[config.mk]
export PLATFORM = sky130hd
export DESIGN_NAME = stepper_pulse_ramp_generator
export DESIGN_NICKNAME = d
export VERILOG_FILES = /design/src/rtl/core/sprg_pkg.sv /design/src/rtl/core/stepper_pulse_ramp_generator.sv
export SDC_FILE = /design/constraint.sdc
export NUM_CORES = 2
export LEC_CHECK = 0
export ABC_AREA = 1
export BUFFER_PORTS_ARGS = -buffer_cell sky130_fd_sc_hd__buf_2
export CAP_MARGIN = 15
export CORE_ASPECT_RATIO = 0.7
export CORE_MARGIN = 1.5
export CORE_UTILIZATION = 62
export CTS_CLUSTER_DIAMETER = 30
export DETAILED_ROUTE_END_ITERATION = 8
export PLACE_DENSITY_LB_ADDON = 0.15
export RECOVER_POWER = 50
export SETUP_SLACK_MARGIN = 0.5
export SYNTH_ARGS = -nofsm -noshare
export SYNTH_HDL_FRONTEND = slang
export SYNTH_SLANG_ARGS = --single-unit
[constraint.sdc]
create_clock -name clock -period 18.1 [get_ports clock]
set_clock_uncertainty 0.2 [all_clocks]
set_input_delay 1.81 -clock clock [delete_from_list [all_inputs] [get_ports clock]]
set_output_delay 1.81 -clock clock [all_outputs]
set_load 0.02 [all_outputs]
[src/rtl/core/sprg_pkg.sv]
`timescale 1ns / 1ps

package sprg_pkg;

   // sine resolution and rotation count
   localparam int SINE_FRACTION_BITS = 16;
   localparam int CORDIC_ITERATIONS  = 16;
   localparam int CORDIC_STEPS       = (CORDIC_ITERATIONS < 24) ? CORDIC_ITERATIONS : 24;
   localparam int CORDIC_CNT_W       = 5;
   localparam int CORDIC_W           = 34;
   localparam int SINE_SHIFT         = 30 - SINE_FRACTION_BITS;
   localparam int SINE_W             = SINE_FRACTION_BITS + 1;
   localparam int FACTOR_W           = SINE_FRACTION_BITS + 2;
   localparam int MIX_W              = 16 + FACTOR_W;

   localparam logic signed [CORDIC_W-1:0] SINE_LIMIT  = CORDIC_W'(1) << SINE_FRACTION_BITS;
   localparam logic [FACTOR_W-1:0]        FACTOR_BASE = FACTOR_W'(1) << SINE_FRACTION_BITS;

   localparam logic [30:0]                Q30_HALF_PI = 31'd1686629713;
   localparam logic signed [CORDIC_W-1:0] Q30_GAIN    = CORDIC_W'(652032874);

   // restoring divider
   localparam int DIV_ITERS = 31;
   localparam int DIV_QUO_W = 31;
   localparam int DIV_REM_W = 14;
   localparam int DIV_CNT_W = 5;

   // speed map divide by 99: (p * ceil(2^30 / 99)) >> 30, exact for p below 2^23
   localparam logic [23:0] SPEED_RECIP       = 24'd10845878;
   localparam int          SPEED_RECIP_SHIFT = 30;

   // request kinds
   localparam logic [2:0] KIND_POLL      = 3'd0;
   localparam logic [2:0] KIND_COUNTED   = 3'd1;
   localparam logic [2:0] KIND_CONSTANT  = 3'd2;
   localparam logic [2:0] KIND_ENABLE    = 3'd3;
   localparam logic [2:0] KIND_DIRECTION = 3'd4;

   // csr indexes
   localparam logic [1:0] CSR_MIN_INTERVAL = 2'd0;
   localparam logic [1:0] CSR_MAX_INTERVAL = 2'd1;
   localparam logic [1:0] CSR_RAMP_LIMIT   = 2'd2;

   typedef struct packed {
      logic [2:0]  kind;
      logic [31:0] now_us;
      logic [14:0] step_count;
      logic [6:0]  speed;
      logic        level;
   } req_type;

   typedef struct packed {
      logic        step_pulse;
      logic        enable_level;
      logic        direction_level;
      logic        moving;
      logic [15:0] interval_us;
   } rsp_type;

   function automatic logic signed [CORDIC_W-1:0] atan_q30(input logic [CORDIC_CNT_W-1:0] k);
      logic signed [CORDIC_W-1:0] a;
      unique case (k)
         5'd0:  a = CORDIC_W'(843314857);
         5'd1:  a = CORDIC_W'(497837829);
         5'd2:  a = CORDIC_W'(263043837);
         5'd3:  a = CORDIC_W'(133525159);
         5'd4:  a = CORDIC_W'(67021687);
         5'd5:  a = CORDIC_W'(33543516);
         5'd6:  a = CORDIC_W'(16775851);
         5'd7:  a = CORDIC_W'(8388437);
         5'd8:  a = CORDIC_W'(4194283);
         5'd9:  a = CORDIC_W'(2097149);
         5'd10: a = CORDIC_W'(1048576);
         5'd11: a = CORDIC_W'(524288);
         5'd12: a = CORDIC_W'(262144);
         5'd13: a = CORDIC_W'(131072);
         5'd14: a = CORDIC_W'(65536);
         5'd15: a = CORDIC_W'(32768);
         5'd16: a = CORDIC_W'(16384);
         5'd17: a = CORDIC_W'(8192);
         5'd18: a = CORDIC_W'(4096);
         5'd19: a = CORDIC_W'(2048);
         5'd20: a = CORDIC_W'(1024);
         5'd21: a = CORDIC_W'(512);
         5'd22: a = CORDIC_W'(256);
         5'd23: a = CORDIC_W'(128);
         default: a = '0;
      endcase
      return a;
   endfunction

   function automatic logic [15:0] sat16(input logic signed [19:0] v);
      logic [15:0] r;
      if (v < 0) begin
         r = '0;
      end else if (v > 20'sd65535) begin
         r = 16'hFFFF;
      end else begin
         r = v[15:0];
      end
      return r;
   endfunction

endpackage

[src/rtl/core/stepper_pulse_ramp_generator.sv]
`timescale 1ns / 1ps

// Step pulse generator for one stepper axis. Every request transaction carries the
// current microsecond time and is a poll, a counted move, a constant-speed move, an
// enable change or a direction change; each returns exactly one response transaction
// with the pulse flag, the enable/direction/moving levels and the interval now due.
// A pulse is issued when the axis is enabled and moving and at least interval_us has
// passed since the previous pulse, but not on the last step of a move that stops.
// Counted moves ease the interval along a quarter sine over the first and last
// min(ramp_step_limit, count/2) steps; speeds 1..100 map linearly from max_interval_us
// down to min_interval_us. The block handles one request at a time. A pulse inside a
// ramp goes through the bit-serial divider for the rotation angle, then one CORDIC
// rotation per cycle, 16 rotations by default. Starting a move with a speed first
// passes through the speed map.
// Configuration writes are accepted every cycle but are meant for idle periods.
module stepper_pulse_ramp_generator
   import sprg_pkg::*;
(
   input  logic        clock,
   input  logic        reset,
   input  logic        req_valid,
   output logic        req_ready,
   input  req_type     req_data,
   output logic        rsp_valid,
   input  logic        rsp_ready,
   output rsp_type     rsp_data,
   input  logic        csr_valid,
   output logic        csr_ready,
   input  logic [1:0]  csr_index,
   input  logic [15:0] csr_wdata
);

   typedef enum logic [3:0] {
      ST_IDLE,
      ST_DECODE,
      ST_SPEED,
      ST_DIV,
      ST_DIV_DONE,
      ST_POLL,
      ST_NEXT,
      ST_CORDIC,
      ST_SINE,
      ST_MIX,
      ST_RESP
   } state_type;

   // what the quotient feeds
   typedef enum logic [1:0] {
      DIV_AFTER,
      DIV_CONST,
      DIV_RAMP
   } div_target_type;

   state_type      state_ff;
   div_target_type target_ff;
   req_type        req_ff;

   // configuration
   logic [15:0] min_ff;
   logic [15:0] max_ff;
   logic [13:0] limit_ff;

   // axis state
   logic        enabled_ff;
   logic        moving_ff;
   logic        const_mode_ff;
   logic        dir_ff;
   logic [15:0] steps_rem_ff;
   logic [14:0] steps_total_ff;
   logic [13:0] ramp_steps_ff;
   logic [15:0] after_ff;
   logic [15:0] const_int_ff;
   logic [31:0] last_time_ff;
   logic [15:0] cur_int_ff;
   logic        pulse_ff;

   // divider
   logic [DIV_REM_W-1:0] div_rem_ff;
   logic [DIV_QUO_W-1:0] div_quo_ff;
   logic [DIV_REM_W-1:0] div_den_ff;
   logic                 div_neg_ff;
   logic [DIV_CNT_W-1:0] div_cnt_ff;

   // cordic
   logic signed [CORDIC_W-1:0] x_ff;
   logic signed [CORDIC_W-1:0] y_ff;
   logic signed [CORDIC_W-1:0] z_ff;
   logic [CORDIC_CNT_W-1:0]    cordic_cnt_ff;

   // final interval mix
   logic [MIX_W-1:0] mix_ff;
   logic             mix_neg_ff;

   // speed map operands: (speed-1)*(min-max), sign and magnitude
   logic signed [16:0] spd_diff;
   logic [15:0]        spd_dmag;
   logic [6:0]         spd_mag;
   logic [22:0]        spd_prod;
   logic               spd_neg;
   logic [46:0]        spd_recip;
   logic signed [18:0] spd_q;
   logic signed [19:0] spd_sum;
   logic [15:0]        spd_val;

   // divider step
   logic [DIV_REM_W:0]   div_trial;
   logic [DIV_REM_W:0]   div_sub;
   logic                 div_ge;
   logic [DIV_REM_W-1:0] div_rem_in;

   // poll
   logic [31:0] elapsed;
   logic        due;
   logic [15:0] rem_dec;

   // ramp position
   logic signed [16:0] rem_s;
   logic signed [16:0] done_s;
   logic signed [16:0] i_raw;
   logic signed [16:0] i_pos;
   logic               use_min;
   logic [44:0]        z_prod;

   // cordic rotation
   logic signed [CORDIC_W-1:0] dx;
   logic signed [CORDIC_W-1:0] dy;
   logic signed [CORDIC_W-1:0] atan_k;

   // sine to interval
   logic signed [CORDIC_W-1:0] y_sh;
   logic [SINE_W-1:0]          sine_val;
   logic [FACTOR_W-1:0]        factor;
   logic signed [16:0]         mix_diff;
   logic [15:0]                mix_dmag;
   logic [MIX_W-1:0]           mix_prod;
   logic [15:0]                q_mag;
   logic signed [17:0]         mix_q;
   logic signed [19:0]         mix_res;

   assign req_ready = (state_ff == ST_IDLE);
   assign rsp_valid = (state_ff == ST_RESP);
   assign csr_ready = 1'b1;

   assign rsp_data.step_pulse      = pulse_ff;
   assign rsp_data.enable_level    = enabled_ff;
   assign rsp_data.direction_level = dir_ff;
   assign rsp_data.moving          = moving_ff;
   assign rsp_data.interval_us     = cur_int_ff;

   // speed map, truncating toward zero through sign and magnitude
   assign spd_diff = $signed({1'b0, min_ff}) - $signed({1'b0, max_ff});
   assign spd_dmag = spd_diff[16] ? 16'(-spd_diff) : spd_diff[15:0];
   assign spd_mag  = (req_ff.speed == 7'd0) ? 7'd1 : req_ff.speed - 7'd1;
   assign spd_prod = {16'b0, spd_mag} * {7'b0, spd_dmag};
   assign spd_neg  = (req_ff.speed == 7'd0) ^ spd_diff[16];
   // divide by 99 through the reciprocal
   assign spd_recip = 47'(div_quo_ff[22:0]) * 47'(SPEED_RECIP);
   assign spd_q    = div_neg_ff ? -$signed({2'b0, div_quo_ff[16:0]})
                                :  $signed({2'b0, div_quo_ff[16:0]});
   assign spd_sum  = $signed({4'b0, max_ff}) + $signed({spd_q[18], spd_q});
   assign spd_val  = sat16(spd_sum);

   // one quotient bit per cycle
   assign div_trial  = {div_rem_ff, div_quo_ff[DIV_QUO_W-1]};
   assign div_sub    = div_trial - {1'b0, div_den_ff};
   assign div_ge     = (div_trial >= {1'b0, div_den_ff});
   assign div_rem_in = div_ge ? div_sub[DIV_REM_W-1:0] : div_trial[DIV_REM_W-1:0];

   assign elapsed = req_ff.now_us - last_time_ff;
   assign due     = (elapsed >= {16'b0, cur_int_ff});
   assign rem_dec = steps_rem_ff - 16'd1;

   // distance to the nearer end of the move
   assign rem_s   = $signed({1'b0, steps_rem_ff});
   assign done_s  = $signed({2'b0, steps_total_ff}) - rem_s;
   assign i_raw   = (rem_s < done_s) ? rem_s : done_s;
   assign i_pos   = i_raw[16] ? 17'sd0 : i_raw;
   assign use_min = (ramp_steps_ff == 14'd0) || (i_pos > $signed({3'b0, ramp_steps_ff}));
   assign z_prod  = {14'b0, Q30_HALF_PI} * {31'b0, i_pos[13:0]};

   assign dx     = y_ff >>> cordic_cnt_ff;
   assign dy     = x_ff >>> cordic_cnt_ff;
   assign atan_k = atan_q30(cordic_cnt_ff);

   // sine clamped to [0, 1] in fraction bits
   assign y_sh = y_ff >>> SINE_SHIFT;
   always_comb begin
      if (y_sh < 0) begin
         sine_val = '0;
      end else if (y_sh > SINE_LIMIT) begin
         sine_val = SINE_LIMIT[SINE_W-1:0];
      end else begin
         sine_val = y_sh[SINE_W-1:0];
      end
   end

   assign factor   = FACTOR_BASE + FACTOR_W'(sine_val);
   assign mix_diff = $signed({1'b0, max_ff}) - $signed({1'b0, min_ff});
   assign mix_dmag = mix_diff[16] ? 16'(-mix_diff) : mix_diff[15:0];
   assign mix_prod = MIX_W'(mix_dmag) * MIX_W'(factor);
   assign q_mag    = mix_ff[SINE_FRACTION_BITS+16:SINE_FRACTION_BITS+1];
   assign mix_q    = mix_neg_ff ? -$signed({2'b0, q_mag}) : $signed({2'b0, q_mag});
   assign mix_res  = $signed({4'b0, max_ff}) - $signed({{2{mix_q[17]}}, mix_q});

   always_ff @(posedge clock) begin
      if (reset) begin
         state_ff       <= ST_IDLE;
         target_ff      <= DIV_AFTER;
         min_ff         <= 16'd1;
         max_ff         <= 16'd2;
         limit_ff       <= 14'd200;
         enabled_ff     <= 1'b0;
         moving_ff      <= 1'b0;
         const_mode_ff  <= 1'b0;
         dir_ff         <= 1'b0;
         steps_rem_ff   <= '0;
         steps_total_ff <= '0;
         ramp_steps_ff  <= '0;
         after_ff       <= '0;
         const_int_ff   <= '0;
         last_time_ff   <= '0;
         cur_int_ff     <= '0;
         pulse_ff       <= 1'b0;
         div_cnt_ff     <= '0;
         cordic_cnt_ff  <= '0;
      end else begin
         if (csr_valid) begin
            unique case (csr_index)
               CSR_MIN_INTERVAL: min_ff   <= csr_wdata;
               CSR_MAX_INTERVAL: max_ff   <= csr_wdata;
               CSR_RAMP_LIMIT:   limit_ff <= csr_wdata[13:0];
               default: ;
            endcase
         end

         unique case (state_ff)
            ST_IDLE: begin
               if (req_valid) begin
                  req_ff   <= req_data;
                  pulse_ff <= 1'b0;
                  state_ff <= ST_DECODE;
               end
            end

            ST_DECODE: begin
               // speed product is loaded in every case, used only for moves
               div_quo_ff <= {8'b0, spd_prod};
               div_neg_ff <= spd_neg;
               unique case (req_ff.kind)
                  KIND_POLL: state_ff <= ST_POLL;
                  KIND_COUNTED: begin
                     if (req_ff.step_count == 15'd0) begin
                        state_ff <= ST_RESP;
                     end else begin
                        steps_rem_ff   <= {1'b0, req_ff.step_count};
                        steps_total_ff <= req_ff.step_count;
                        ramp_steps_ff  <= (limit_ff < req_ff.step_count[14:1]) ?
                                          limit_ff : req_ff.step_count[14:1];
                        const_mode_ff  <= 1'b0;
                        moving_ff      <= 1'b1;
                        last_time_ff   <= '0;
                        if (req_ff.speed == 7'd0) begin
                           after_ff <= '0;
                           state_ff <= ST_POLL;
                        end else begin
                           target_ff <= DIV_AFTER;
                           state_ff  <= ST_SPEED;
                        end
                     end
                  end
                  KIND_CONSTANT: begin
                     const_mode_ff <= 1'b1;
                     moving_ff     <= 1'b1;
                     last_time_ff  <= '0;
                     target_ff     <= DIV_CONST;
                     state_ff      <= ST_SPEED;
                  end
                  KIND_ENABLE: begin
                     enabled_ff <= req_ff.level;
                     state_ff   <= ST_RESP;
                  end
                  KIND_DIRECTION: begin
                     dir_ff   <= req_ff.level;
                     state_ff <= ST_RESP;
                  end
                  default: state_ff <= ST_RESP;
               endcase
            end

            ST_SPEED: begin
               div_quo_ff <= DIV_QUO_W'(spd_recip[46:SPEED_RECIP_SHIFT]);
               state_ff   <= ST_DIV_DONE;
            end

            ST_DIV: begin
               div_rem_ff <= div_rem_in;
               div_quo_ff <= {div_quo_ff[DIV_QUO_W-2:0], div_ge};
               div_cnt_ff <= div_cnt_ff + DIV_CNT_W'(1);
               if (div_cnt_ff == DIV_CNT_W'(DIV_ITERS - 1)) begin
                  state_ff <= ST_DIV_DONE;
               end
            end

            ST_DIV_DONE: begin
               unique case (target_ff)
                  DIV_AFTER: begin
                     after_ff <= spd_val;
                     state_ff <= ST_POLL;
                  end
                  DIV_CONST: begin
                     const_int_ff <= spd_val;
                     state_ff     <= ST_POLL;
                  end
                  DIV_RAMP: begin
                     x_ff          <= Q30_GAIN;
                     y_ff          <= '0;
                     z_ff          <= $signed({3'b0, div_quo_ff});
                     cordic_cnt_ff <= '0;
                     state_ff      <= ST_CORDIC;
                  end
                  default: state_ff <= ST_RESP;
               endcase
            end

            ST_POLL: begin
               if (!(enabled_ff && moving_ff) || !due) begin
                  state_ff <= ST_RESP;
               end else if (!const_mode_ff && rem_dec == 16'd0 && after_ff == 16'd0) begin
                  // last step of a move that stops: no pulse
                  steps_rem_ff <= rem_dec;
                  moving_ff    <= 1'b0;
                  state_ff     <= ST_RESP;
               end else begin
                  if (!const_mode_ff) begin
                     steps_rem_ff <= rem_dec;
                     if (rem_dec == 16'd0) begin
                        // move hands over to its continuing speed
                        const_mode_ff <= 1'b1;
                        const_int_ff  <= after_ff;
                     end
                  end
                  pulse_ff     <= 1'b1;
                  last_time_ff <= req_ff.now_us;
                  state_ff     <= ST_NEXT;
               end
            end

            ST_NEXT: begin
               if (const_mode_ff) begin
                  cur_int_ff <= const_int_ff;
                  state_ff   <= ST_RESP;
               end else if (use_min) begin
                  cur_int_ff <= min_ff;
                  state_ff   <= ST_RESP;
               end else begin
                  // angle = half_pi * i / ramp_steps, quotient stays below 2^31
                  div_rem_ff <= z_prod[44:31];
                  div_quo_ff <= z_prod[30:0];
                  div_den_ff <= ramp_steps_ff;
                  div_neg_ff <= 1'b0;
                  div_cnt_ff <= '0;
                  target_ff  <= DIV_RAMP;
                  state_ff   <= ST_DIV;
               end
            end

            ST_CORDIC: begin
               if (!z_ff[CORDIC_W-1]) begin
                  x_ff <= x_ff - dx;
                  y_ff <= y_ff + dy;
                  z_ff <= z_ff - atan_k;
               end else begin
                  x_ff <= x_ff + dx;
                  y_ff <= y_ff - dy;
                  z_ff <= z_ff + atan_k;
               end
               cordic_cnt_ff <= cordic_cnt_ff + CORDIC_CNT_W'(1);
               if (cordic_cnt_ff == CORDIC_CNT_W'(CORDIC_STEPS - 1)) begin
                  state_ff <= ST_SINE;
               end
            end

            ST_SINE: begin
               mix_ff     <= mix_prod;
               mix_neg_ff <= mix_diff[16];
               state_ff   <= ST_MIX;
            end

            ST_MIX: begin
               cur_int_ff <= sat16(mix_res);
               state_ff   <= ST_RESP;
            end

            ST_RESP: begin
               if (rsp_ready) begin
                  state_ff <= ST_IDLE;
               end
            end

            default: state_ff <= ST_IDLE;
         endcase
      end
   end

   // one transaction in flight: never taking a request while a response waits
   assert property (@(posedge clock) disable iff (reset) !(req_ready && rsp_valid))
      else $error("request accepted while response pending");

   assert property (@(posedge clock) disable iff (reset)
      req_valid && req_ready |=> !req_ready)
      else $error("second request accepted before response");

   assert property (@(posedge clock) disable iff (reset)
      rsp_valid && rsp_ready |=> req_ready)
      else $error("not idle after response delivered");

   assert property (@(posedge clock) disable iff (reset)
      rsp_valid && rsp_data.step_pulse |-> rsp_data.moving && rsp_data.enable_level)
      else $error("pulse while stopped or disabled");

   assert property (@(posedge clock) disable iff (reset)
      state_ff == ST_CORDIC |-> cordic_cnt_ff < CORDIC_CNT_W'(CORDIC_STEPS))
      else $error("cordic rotation count overrun");

endmodule
==> results_dict.tcl <==
set metrics [dict create \
    cts.sinks 459 \
    grt_overflow 0 \
    cp-start-kind "flip-flop" \
    fin_setup_tns_ns 0 \
    crit_buf_inv 8 \
    die_x_um 406 \
    cts_root_buf "clkbuf_16" \
    grt_pass1_vias 62700 \
    drc_errors 22 \
    path_max_fanout 24 \
    cts_setup_buffers 0 \
    start_util 0.625 \
    clock_latency_ns 0.76 \
    cp_slowest_cell "fa_1" \
    min_path_cells 2 \
    synth_area_per_cell_um2 7.32 \
    cts_max_level 3 \
    antenna_found_initial 11 \
    clkTransAtPathRegs_ns 0.05 \
    cts_hold_buf 0 \
    slew_headroom -2.09 \
    drt_iter0_drc 7561 \
    synth_seq_cells 459 \
    cts-resized-gates 0 \
    dieHeight_um 285 \
    synth-main-ff-cell "edfxtp_1" \
    drive_above_1_share 0.0538 \
    report.final.setup_viol 0 \
    dr.pass1.iters 9 \
    finalNetCount 11300 \
    violations "design-rule violations, max-capacitance violations, max-slew violations" \
    grt_max_degree 90 \
    synth_most_common_cell "nand2_1" \
    cap_violations 8 \
    grt_pass1_wl_um 354000 \
    dieArea_um2 116000 \
    synth.distinct_cells 80 \
    rr_worst_depth 47 \
    synth_top_area_frac 0.186 \
    tightest_slew_ns 4.64 \
    syn2layout_area_growth_pct 7.65 \
    max_freq_ghz 0.0871 \
    synthTopCellsByCount "nand2_1, inv_1, ha_1, nor2_1, a21oi_1" \
    cts_max_path_buffers 3 \
    min_period_over_period 0.635 \
    grt_usage 0.392 \
    synth_largest_area_cell "fa_1" \
    min_path_type "reg2reg" \
    outcome "finished, violations left" \
    required_ns 18.34 \
    vias 65900 \
    ff2ff_setup_slack_ns 6.61 \
    cts_inserted_buffers 106 \
    placementRows 103 \
    gp_congestion 1.01 \
    core_um2 113000 \
    viasPerCell 5.84 \
    synth.top_cells.by_area "fa_1, ha_1, nand2_1" \
    cp_num_cells 47 \
    ant_nets 0 \
    tritoncts "yes" \
    numPortBuffers 102 \
    max_stage_delay_ns 0.63 \
    rsz0062_at_grt "no" \
    synth-edff-count 237 \
    finalHoldViolCount 0 \
    slew_violations 442 \
    ys_seq_area_frac 0.164 \
    wl_per_cell_um 20.2 \
    pin_count 104 \
    async_flop_share 0 \
    num-fill-cells 9743 \
    endpoint_kind "flip-flop" \
    yosys_warnings 0 \
    wl_um 228000 \
    crit_type "reg2reg" \
    postSynthCellCount 9633 \
    synth_area_um2 70500 \
    crit_family "adder cells" \
    arrival_ns 11.72 \
    period_needed_ns 11.49 \
    dp_hpwl_um 183000 \
]
-- through the flow --
stage          setup WS (ns)   util  cell area [um2]  hold WS, ns  std cells
6_report                6.61  0.673            75900        0.262      11300
5_1_grt                 5.86  0.673            75900        0.279      11300
4_1_cts                 6.76  0.674            76000        0.262      11300
3_5_place_dp            6.81  0.642            72400        0.253      11100
3_3_place_gp            6.92  0.642            72400        0.248      11100
2_1_floorplan           8.02      -            70500        0.230       9635
-- layout make-up --
type / instances / area, um2 / area share
multi-input combinational: 7224 / 51300 / 0.677
sequential: 459 / 11600 / 0.152
inverter: 1700 / 6380 / 0.0841
clock buffer: 130 / 2920 / 0.0385
tap: 1522 / 1900 / 0.0251
timing repair buffer: 184 / 1040 / 0.0138
clock inverter: 70 / 696 / 0.00917
antenna: 4 / 10.0 / 0.000132
-- path summary, 6_finish.rpt --
kind | startpoint | to
worst max-delay path | steps_rem_ff[2]$_SDFFE_PP0P_ | div_rem_ff[4]$_DFFE_PP_
worst max register to register | steps_rem_ff[2]$_SDFFE_PP0P_ | div_rem_ff[4]$_DFFE_PP_
worst min register to register | last_time_ff[10]$_SDFFE_PP0P_ | last_time_ff[10]$_SDFFE_PP0P_
worst min-delay path | last_time_ff[10]$_SDFFE_PP0P_ | last_time_ff[10]$_SDFFE_PP0P_
-- worst reg2reg max path: cells and delay by family (launching register included) --
family                     cells  cell delay, ns
buffers and inverters          8            1.43
adders and majority gates     10            4.57
xor gates and xnor gates       2            0.39
DFF                            1            0.51
AOI/OAI and AO/OA             15            2.84
and+or+nand+nor               12            1.27
-- kinds of logic (layout without fill, tap and decap cells) --
| family | Yosys count | after routing | synth area share |
|---|---|---|---|
| AND/OR/NAND/NOR | 3850 | 3850 | 0.228 |
| AO/OA/AOI/OAI | 1557 | 1557 | 0.123 |
| buffers and inverters | 1952 | 2084 | 0.108 |
| flip-flops | 459 | 459 | 0.164 |
| XOR/XNOR | 302 | 302 | 0.0387 |
| multiplexers | 1 | 1 | 0.000142 |
| adder cells (fa/ha/maj) | 1510 | 1510 | 0.338 |
| other | 2 | 8 | 0.000107 |
-- routing by layer --
| metal | wire [um] | GRT usage | up-vias |
|---|---|---|---|
| met4 | 8160 | 0.129 | 8 |
| met5 | 60 | 0 | - |
| met3 | 25300 | 0.0887 | 469 |
| li1 | - | - | 31100 |
| met2 | 93100 | 0.565 | 3487 |
| met1 | 101000 | 0.578 | 30900 |
-- flip-flops by register name, summed over array words and instances (netlist names), 14 cells and up --
register	cells
req_ff	58
x_ff	34
y_ff	34
z_ff	34
last_time_ff	32
div_quo_ff	31
atan_k	30
after_ff	16
const_int_ff	16
cur_int_ff	16
max_ff	16
min_ff	16
mix_ff	16
steps_rem_ff	16
steps_total_ff	15
div_den_ff	14
div_rem_ff	14
limit_ff	14
ramp_steps_ff	14
-- cell usage in the layout (no fill, tap or decap), types with 89 or more instances in the layout --
| cell type | count |
|---|---|
| a21oi_1 | 698 |
| clkbuf_16 | 110 |
| dfxtp_1 | 218 |
| edfxtp_1 | 237 |
| fa_1 | 656 |
| ha_1 | 854 |
| inv_1 | 1664 |
| nand2_1 | 2205 |
| nand3_1 | 545 |
| nand4_1 | 89 |
| nor2_1 | 741 |
| o21ai_0 | 493 |
| xnor2_1 | 92 |
| xor2_1 | 202 |
Power is left out: the tool's default activity adds up to more than one toggle a clock period on the data nets, which glitch-free logic cannot reach.
